### src/hw/rtl/polyline_simplify_vertical_macros.svh
// assertion macros for the vertical polyline simplifier
// used by the top level only; define NO_ASSERTIONS to drop them
`ifndef POLYLINE_SIMPLIFY_VERTICAL_MACROS_SVH
`define POLYLINE_SIMPLIFY_VERTICAL_MACROS_SVH
`ifndef NO_ASSERTIONS
`define PSV_ASSERT_IMPL(label, clk, rst_n, a, c) \
  label: assert property (@(posedge clk) disable iff (!rst_n) (a) |-> (c)) \
    else $error("assertion failed");
`define PSV_ASSERT_NEXT(label, clk, rst_n, a, c) \
  label: assert property (@(posedge clk) disable iff (!rst_n) (a) |=> (c)) \
    else $error("assertion failed");
`else
`define PSV_ASSERT_IMPL(label, clk, rst_n, a, c)
`define PSV_ASSERT_NEXT(label, clk, rst_n, a, c)
`endif
`endif

### src/hw/rtl/psv_pkg.sv
// shared types and constants of the vertical polyline simplifier
// no dependencies
package psv_pkg;
  localparam int MaxPointsDefault = 64;
  localparam int MaxResults = 64;
  localparam int TimeW = 32;
  localparam int ValueW = 16;
  localparam int TolW = 16;
  localparam int IndexW = 6;
  localparam logic [0:0] RegTolerance = 1'b0;

  typedef enum logic [3:0] {
    ST_LOAD, ST_SEED, ST_POP, ST_RDHI, ST_HDR, ST_SCAN, ST_MUL, ST_CMP,
    ST_DEC, ST_PUSH2, ST_EMIT, ST_CLEAR
  } state_t;
endpackage

### src/hw/rtl/psv_dev.sv
// deviation unit: two pipeline registers from a stored point to |D|
// depends on psv_pkg
module psv_dev (
  input  logic                                   clk,
  input  logic                                   mode_abs,
  input  logic signed [psv_pkg::TimeW:0]         dt,
  input  logic signed [psv_pkg::ValueW:0]        dv,
  input  logic signed [psv_pkg::ValueW-1:0]      va,
  input  logic [psv_pkg::TimeW-1:0]              t_lo,
  input  logic [psv_pkg::TimeW-1:0]              t_i,
  input  logic signed [psv_pkg::ValueW-1:0]      v_i,
  output logic [65:0]                            dev
);
  import psv_pkg::*;
  logic signed [ValueW:0] dvi;
  logic signed [TimeW:0] dtp;
  logic signed [65:0] p1_r, p2_r, dabs_r, diff;
  logic signed [ValueW:0] dvi_r;
  logic mode_r;

  assign dvi = $signed({v_i[ValueW-1], v_i}) - $signed({va[ValueW-1], va});
  assign dtp = $signed({1'b0, t_i}) - $signed({1'b0, t_lo});

  // first stage: two products, second: difference and abs
  always_ff @(posedge clk) begin
    p1_r <= 66'(dvi * dt);
    p2_r <= 66'(dtp * dv);
    dvi_r <= dvi;
    mode_r <= mode_abs;
  end

  always_comb begin
    if (mode_r) begin
      diff = 66'(dvi_r);
    end else begin
      diff = p1_r - p2_r;
    end
  end

  always_ff @(posedge clk) begin
    dabs_r <= diff[65] ? -diff : diff;
  end

  assign dev = dabs_r;
endmodule

### config.mk
export PLATFORM = sky130hd
export DESIGN_NAME = psv_dev
export DESIGN_NICKNAME = d
export VERILOG_FILES = /design/src/hw/rtl/polyline_simplify_vertical_macros.svh /design/src/hw/rtl/psv_pkg.sv /design/src/hw/rtl/psv_dev.sv
export SDC_FILE = /design/constraint.sdc
export NUM_CORES = 2
export LEC_CHECK = 0
export ABC_CLOCK_PERIOD_IN_PS = 11260
export BUFFER_PORTS_ARGS = -buffer_cell sky130_fd_sc_hd__buf_4
export CAP_MARGIN = 20
export CORE_MARGIN = 1
export CORE_UTILIZATION = 42
export DETAILED_ROUTE_END_ITERATION = 6
export PLACE_DENSITY = 0.69
export SLEW_MARGIN = 20
export SYNTH_ARGS = -nofsm -noshare
export SYNTH_HDL_FRONTEND = slang
export SYNTH_SLANG_ARGS = --single-unit
### constraint.sdc
create_clock -name clk -period 11.26 [get_ports clk]
set_input_delay 0.563 -clock clk [delete_from_list [all_inputs] [get_ports clk]]
set_output_delay 0.563 -clock clk [all_outputs]
set_load 0.05 [all_outputs]
* Word-level counts from Yosys, hierarchy flattened
Cells that the tools add are included.
** Operators by class
- $add $sub $neg :: 4
- Multiplexer cells :: 2
- Multipliers :: 2
** Operators with widths (number)
- 66-bit two-way mux :: 1
- 66-bit negator :: 1
- 65-bit two-way mux :: 1
- 50-bit by 50-bit subtractor with 51-bit output :: 1
- 17-bit by 33-bit multiplier with 50-bit output :: 1
- 33-bit by 17-bit multiplier with 50-bit output :: 1
- 32-bit by 32-bit subtractor with 33-bit output :: 1
- 16-bit by 16-bit subtractor with 17-bit output :: 1
** Storage, ports and cells
- Output and inout port bits :: 66
- Register bits after elaboration :: 184
- Input bits :: 148
- Logic and storage cells :: 14

* Depth between registers and ports, before layout
- Depth after elaboration :: 4
- Mapped depth :: 40
- Mapped depth without buffers :: 39

* Worst setup path after synthesis
Ideal clock, no wire load.
- Kind :: input to register
- Start point :: input t_i[0] (netlist bit)
- End point :: register p2_r[48]
- Slack :: 2.075 ns
- Data required time :: 11.140 ns
- Stages on the path :: 36
- Setup time :: 0.120 ns
- Arrival :: 9.066 ns
- Path buffers :: 1
- Cell sequence :: inv_1 -> ha_1 -> inv_1 -> fa_1 -> a21o_1 -> a21oi_1 -> o21bai_1 -> a21oi_1 -> o21bai_1 -> a2111oi_0 -> o41ai_1 -> a211o_1 -> a21boi_0 -> o21ai_0 -> xor2_1 -> clkbuf_1 -> nand2_1 -> fa_1 -> fa_1 -> inv_1 -> fa_1 -> inv_1 -> fa_1 -> fa_1 -> fa_1 -> inv_1 -> ha_1 -> nand2_1 -> or3_1 -> a2111oi_0 -> nor2_1 -> o21ai_0 -> a41o_1 -> o31a_1 -> nor4b_1 -> a211o_1
** Between the ends
- Longest elaborated chain between the ends :: 2
** Ends and longest elaborated chain
- from (decl) :: line psv_dev.sv:10 : input logic [psv_pkg::TimeW-1:0] t_i,
- 32-bit by 32-bit subtractor with 33-bit output :: line psv_dev.sv:22 : assign dtp = $signed({1'b0, t_i}) - $signed({1'b0, t_lo});
- 33-bit by 17-bit multiplier with 50-bit output :: line psv_dev.sv:27 : p2_r <= 66'(dtp * dv);
- to (signal assigned) :: line psv_dev.sv:27
- to (decl) :: line psv_dev.sv:17 : logic signed [65:0] p1_r, p2_r, dabs_r, diff;
No other way between the ends.
A chain may end at the register's enable or synchronous reset.

* Final worst setup path
Same ends and word-level chain as after synthesis.

==> impl_metrics.env <==
export IMPL_synthArstFlopShare_pct=0
export IMPL_floorplan_initialDensity_pct=42.32
export IMPL_routed_wire_length_per_instance_um=17.50
export IMPL_detail_route_antenna_nets=0
export IMPL_setup_tns_ns=0
export IMPL_clk_pin_slew_ns=0.09
export IMPL_critPathSlowestCell="sky130_fd_sc_hd__a2111oi_0"
export IMPL_max_freq_mhz=99.42
export IMPL_numCtsBuffers=17
export IMPL_netlist_area_before_placement_um2=49830
export IMPL_worst_ep_required_ns=11.62
export IMPL_fp_dieArea_um2=120000
export IMPL_antenna_found_initial=3
export IMPL_rsz0062_at_grt="false"
export IMPL_maxSlewHeadroom_pct=26.94
export IMPL_seqCellArea_um2=3685
export IMPL_run_status="complete, no violations"
export IMPL_crit_fanout=17
export IMPL_post_cts_setup_buffers=0
export IMPL_cts_resized_gates=0
export IMPL_fp_dieH_um=346.5
export IMPL_initialDrtViolationCount=2513
export IMPL_fin_crit_ns=10.06
export IMPL_yosysWarningCount=0
export IMPL_worst_r2r_cell_count=16
export IMPL_timing_worst_slew_pin_value_ns=1.068
export IMPL_n_fill_cell=11267
export IMPL_worst_setup_ep_type="flop"
export IMPL_clock_sink_count=184
export IMPL_finalSetupViolCount=0
export IMPL_fp_row_count=126
export IMPL_timing_hold_worst_endpoint="mode_r$_DFF_P_"
export IMPL_class_of_the_most_critical_hold_timing_path="in -> reg"
export IMPL_h_tree_depth=4
export IMPL_worst_hold_path_num_cells=1
export IMPL_core_um2=117800
export IMPL_ys_dominant_reg_cell="sky130_fd_sc_hd__dfxtp_1"
export IMPL_gr_usage_all_layers_pct=22.07
export IMPL_max_cap_viol_count=0
export IMPL_areaGrowthSynthToFinish_pct=7.814
export IMPL_post_route_period_util_pct=89.33
export IMPL_share_of_layout_cells_above_drive_strength_1_pct=6.661
export IMPL_multiInputGateArea_um2=40510
export IMPL_distinct_cell_type_count_after_synthesis=91
export IMPL_rr_startpoint="p2_r[0]$_DFF_P_"
export IMPL_path_common_cell="sky130_fd_sc_hd__fa_1"
export IMPL_clk_insertion_delay_late_ns=0.47
export IMPL_cp_slowest_stage_delay_ns=0.71
export IMPL_postSynthRegisterBits=184
export IMPL_grt_overflow=0
export IMPL_worstSetupStartpoint="t_i[0]"
export IMPL_synth_edf_count=0
export IMPL_r2r_setup_slack_ns=5.89
export IMPL_hold_path_startpoint="mode_abs"
export IMPL_gpl_final_weighted_congestion=0.8973
export IMPL_drtPass1Iterations=6
export IMPL_skew_ns=0.01815
export IMPL_worst_ep_arrival_time_ns=10.41
export IMPL_crit_type="in -> reg"
export IMPL_vias_in_the_first_global_route=40359
export IMPL_hold_viol=0
export IMPL_pin_count_of_the_biggest_net_entering_global_routing=69
export IMPL_final_routed_wirelength_um=128500
export IMPL_synth_seq_area_share_pct=7.392
export IMPL_io_pin_count=214
export IMPL_detail_route_drc_violations=0
export IMPL_clock_path_buffers=2
export IMPL_cts_root_buf="sky130_fd_sc_hd__clkbuf_16"
export IMPL_post_drt_via_cell_ratio=5.220
export IMPL_portBuffers=213
export IMPL_synth_area_per_cell_um2=8.691
export IMPL_timing_max_transition_violations_final=0
export IMPL_fin_nets=7353
export IMPL_post_synth_inst_count=5734
export IMPL_reg2reg_to="dev[36]$_DFF_P_"
export IMPL_cts_hold_repair_buffers=0
export IMPL_die_x_um=346.5
export IMPL_tritoncts="done"
export IMPL_place_detailed_hpwl_um=105000
export IMPL_critPathLaunchType="input port"
export IMPL_routed_via_count=38355
export IMPL_grt_first_pass_wirelength_um=211400
area by class of cell:
type	instances	area share [%]
repair buffers	271	3.787
flip-flops and latches	184	6.858
diodes	1	0.004658
well taps	1536	3.577
inverters	1312	9.166
multi-input cells	4011	75.41
clock buffers	17	0.7918
clock inverters	15	0.4099
worst max path at each step:
stage | cells past startpoint | end
floorplan | 36 | p2_r[48]$_DFF_P_
global placement | 36 | p2_r[48]$_DFF_P_
detailed placement | 35 | p2_r[48]$_DFF_P_
CTS | 36 | p2_r[48]$_DFF_P_
global route | 37 | p1_r[48]$_DFF_P_
finish | 35 | p2_r[48]$_DFF_P_
cell usage after synthesis, types with 8 or more instances:
library cell	instances	area share, %
sky130_fd_sc_hd__ha_1	332	8.3
sky130_fd_sc_hd__nand2b_1	47	0.59
sky130_fd_sc_hd__mux2_2	16	0.36
sky130_fd_sc_hd__dfxtp_1	184	7.4
sky130_fd_sc_hd__and3_1	23	0.29
sky130_fd_sc_hd__or4_1	8	0.12
sky130_fd_sc_hd__a21oi_1	178	1.8
sky130_fd_sc_hd__o21a_1	36	0.54
sky130_fd_sc_hd__xor2_1	60	1.1
sky130_fd_sc_hd__o211ai_1	20	0.30
sky130_fd_sc_hd__nor2b_1	110	1.4
sky130_fd_sc_hd__nand3_1	46	0.46
sky130_fd_sc_hd__mux2i_1	30	0.60
sky130_fd_sc_hd__nand2_1	799	6.0
sky130_fd_sc_hd__a31oi_1	21	0.26
sky130_fd_sc_hd__inv_1	1311	9.9
sky130_fd_sc_hd__a211oi_1	19	0.29
sky130_fd_sc_hd__o31ai_1	18	0.27
sky130_fd_sc_hd__and2_1	341	4.3
sky130_fd_sc_hd__xnor2_1	143	2.5
sky130_fd_sc_hd__a21boi_0	11	0.17
sky130_fd_sc_hd__a21o_1	78	1.2
sky130_fd_sc_hd__or2_2	18	0.23
sky130_fd_sc_hd__o21bai_1	23	0.35
sky130_fd_sc_hd__or3_1	16	0.20
sky130_fd_sc_hd__clkbuf_1	217	1.6
sky130_fd_sc_hd__fa_1	1076	43
sky130_fd_sc_hd__buf_2	17	0.17
sky130_fd_sc_hd__nand4_1	35	0.44
sky130_fd_sc_hd__o21ai_0	117	1.2
sky130_fd_sc_hd__nor3_1	31	0.31
sky130_fd_sc_hd__nor2_1	205	1.5
per-stage QoR:
stage	utilization (%)	setup slack (ns)	hold WS [ns]	cell area, um^2	instances
finish	45.62	1.202	0.1957	53730	7347
global route	45.62	0.5123	0.1619	53720	7346
CTS	45.62	1.270	0.1572	53720	7346
detailed placement	45.07	0.7678	0.5024	53080	7314
global placement	45.07	0.9245	0.5074	53070	7314
floorplan	-	2.075	0.4474	49890	5748
placed cells by master, fill, tap and decap left out, types with 30 or more instances in the layout:
cell and n:
sky130_fd_sc_hd__inv_1 1311, sky130_fd_sc_hd__fa_1 1076, sky130_fd_sc_hd__nand2_1 799, sky130_fd_sc_hd__and2_1 341, sky130_fd_sc_hd__ha_1 332, sky130_fd_sc_hd__buf_4 271, sky130_fd_sc_hd__nor2_1 200, sky130_fd_sc_hd__dfxtp_1 183
sky130_fd_sc_hd__a21oi_1 177, sky130_fd_sc_hd__xnor2_1 127, sky130_fd_sc_hd__o21ai_0 117, sky130_fd_sc_hd__nor2b_1 110, sky130_fd_sc_hd__a21o_1 78, sky130_fd_sc_hd__xor2_1 57, sky130_fd_sc_hd__nand2b_1 47, sky130_fd_sc_hd__nand3_1 46
sky130_fd_sc_hd__o21a_1 36, sky130_fd_sc_hd__nand4_1 35, sky130_fd_sc_hd__nor3_1 31, sky130_fd_sc_hd__mux2i_1 30
metal layers:
| layer | routed length (um) | track usage [%] | share of wire, % | up-vias |
|---|---|---|---|---|
| met2 | 64370 | 38.17 | 50 | 1235 |
| met1 | 51510 | 27.93 | 40 | 19502 |
| li1 | - | - | - | 17335 |
| met3 | 6934 | 2.439 | 5.4 | 281 |
| met5 | 54 | 0 | 0.042 | - |
| met4 | 5674 | 9.224 | 4.4 | 2 |
logic make-up after synthesis:
group | share of synthesized area [%]
AO/OA/AOI/OAI | 8.140
XOR/XNOR | 3.568
adder cells (fa/ha/maj) | 51.56
buffers and inverters | 11.76
flip-flops | 7.392
multiplexers | 0.9641
other | 0.007525
AND/OR/NAND/NOR | 16.61
registers in the layout, summed over array words and instances (netlist names):
signal  cells
dev        66
p1_r       50
p2_r       50
dvi_r      17
mode_r      1
worst max-delay path, delay by kind of cell:
family                   cells  cell delay (ns)
buffers and inverters        5             0.29
AND/OR/NAND/NOR              5             1.01
XOR/XNOR                     1             0.32
adder cells (fa/ha/maj)      9             3.89
AO/OA/AOI/OAI               15             4.32
Power is not shown: default switching activity piles up to over one toggle a cycle in this logic, so the estimate is an artifact.
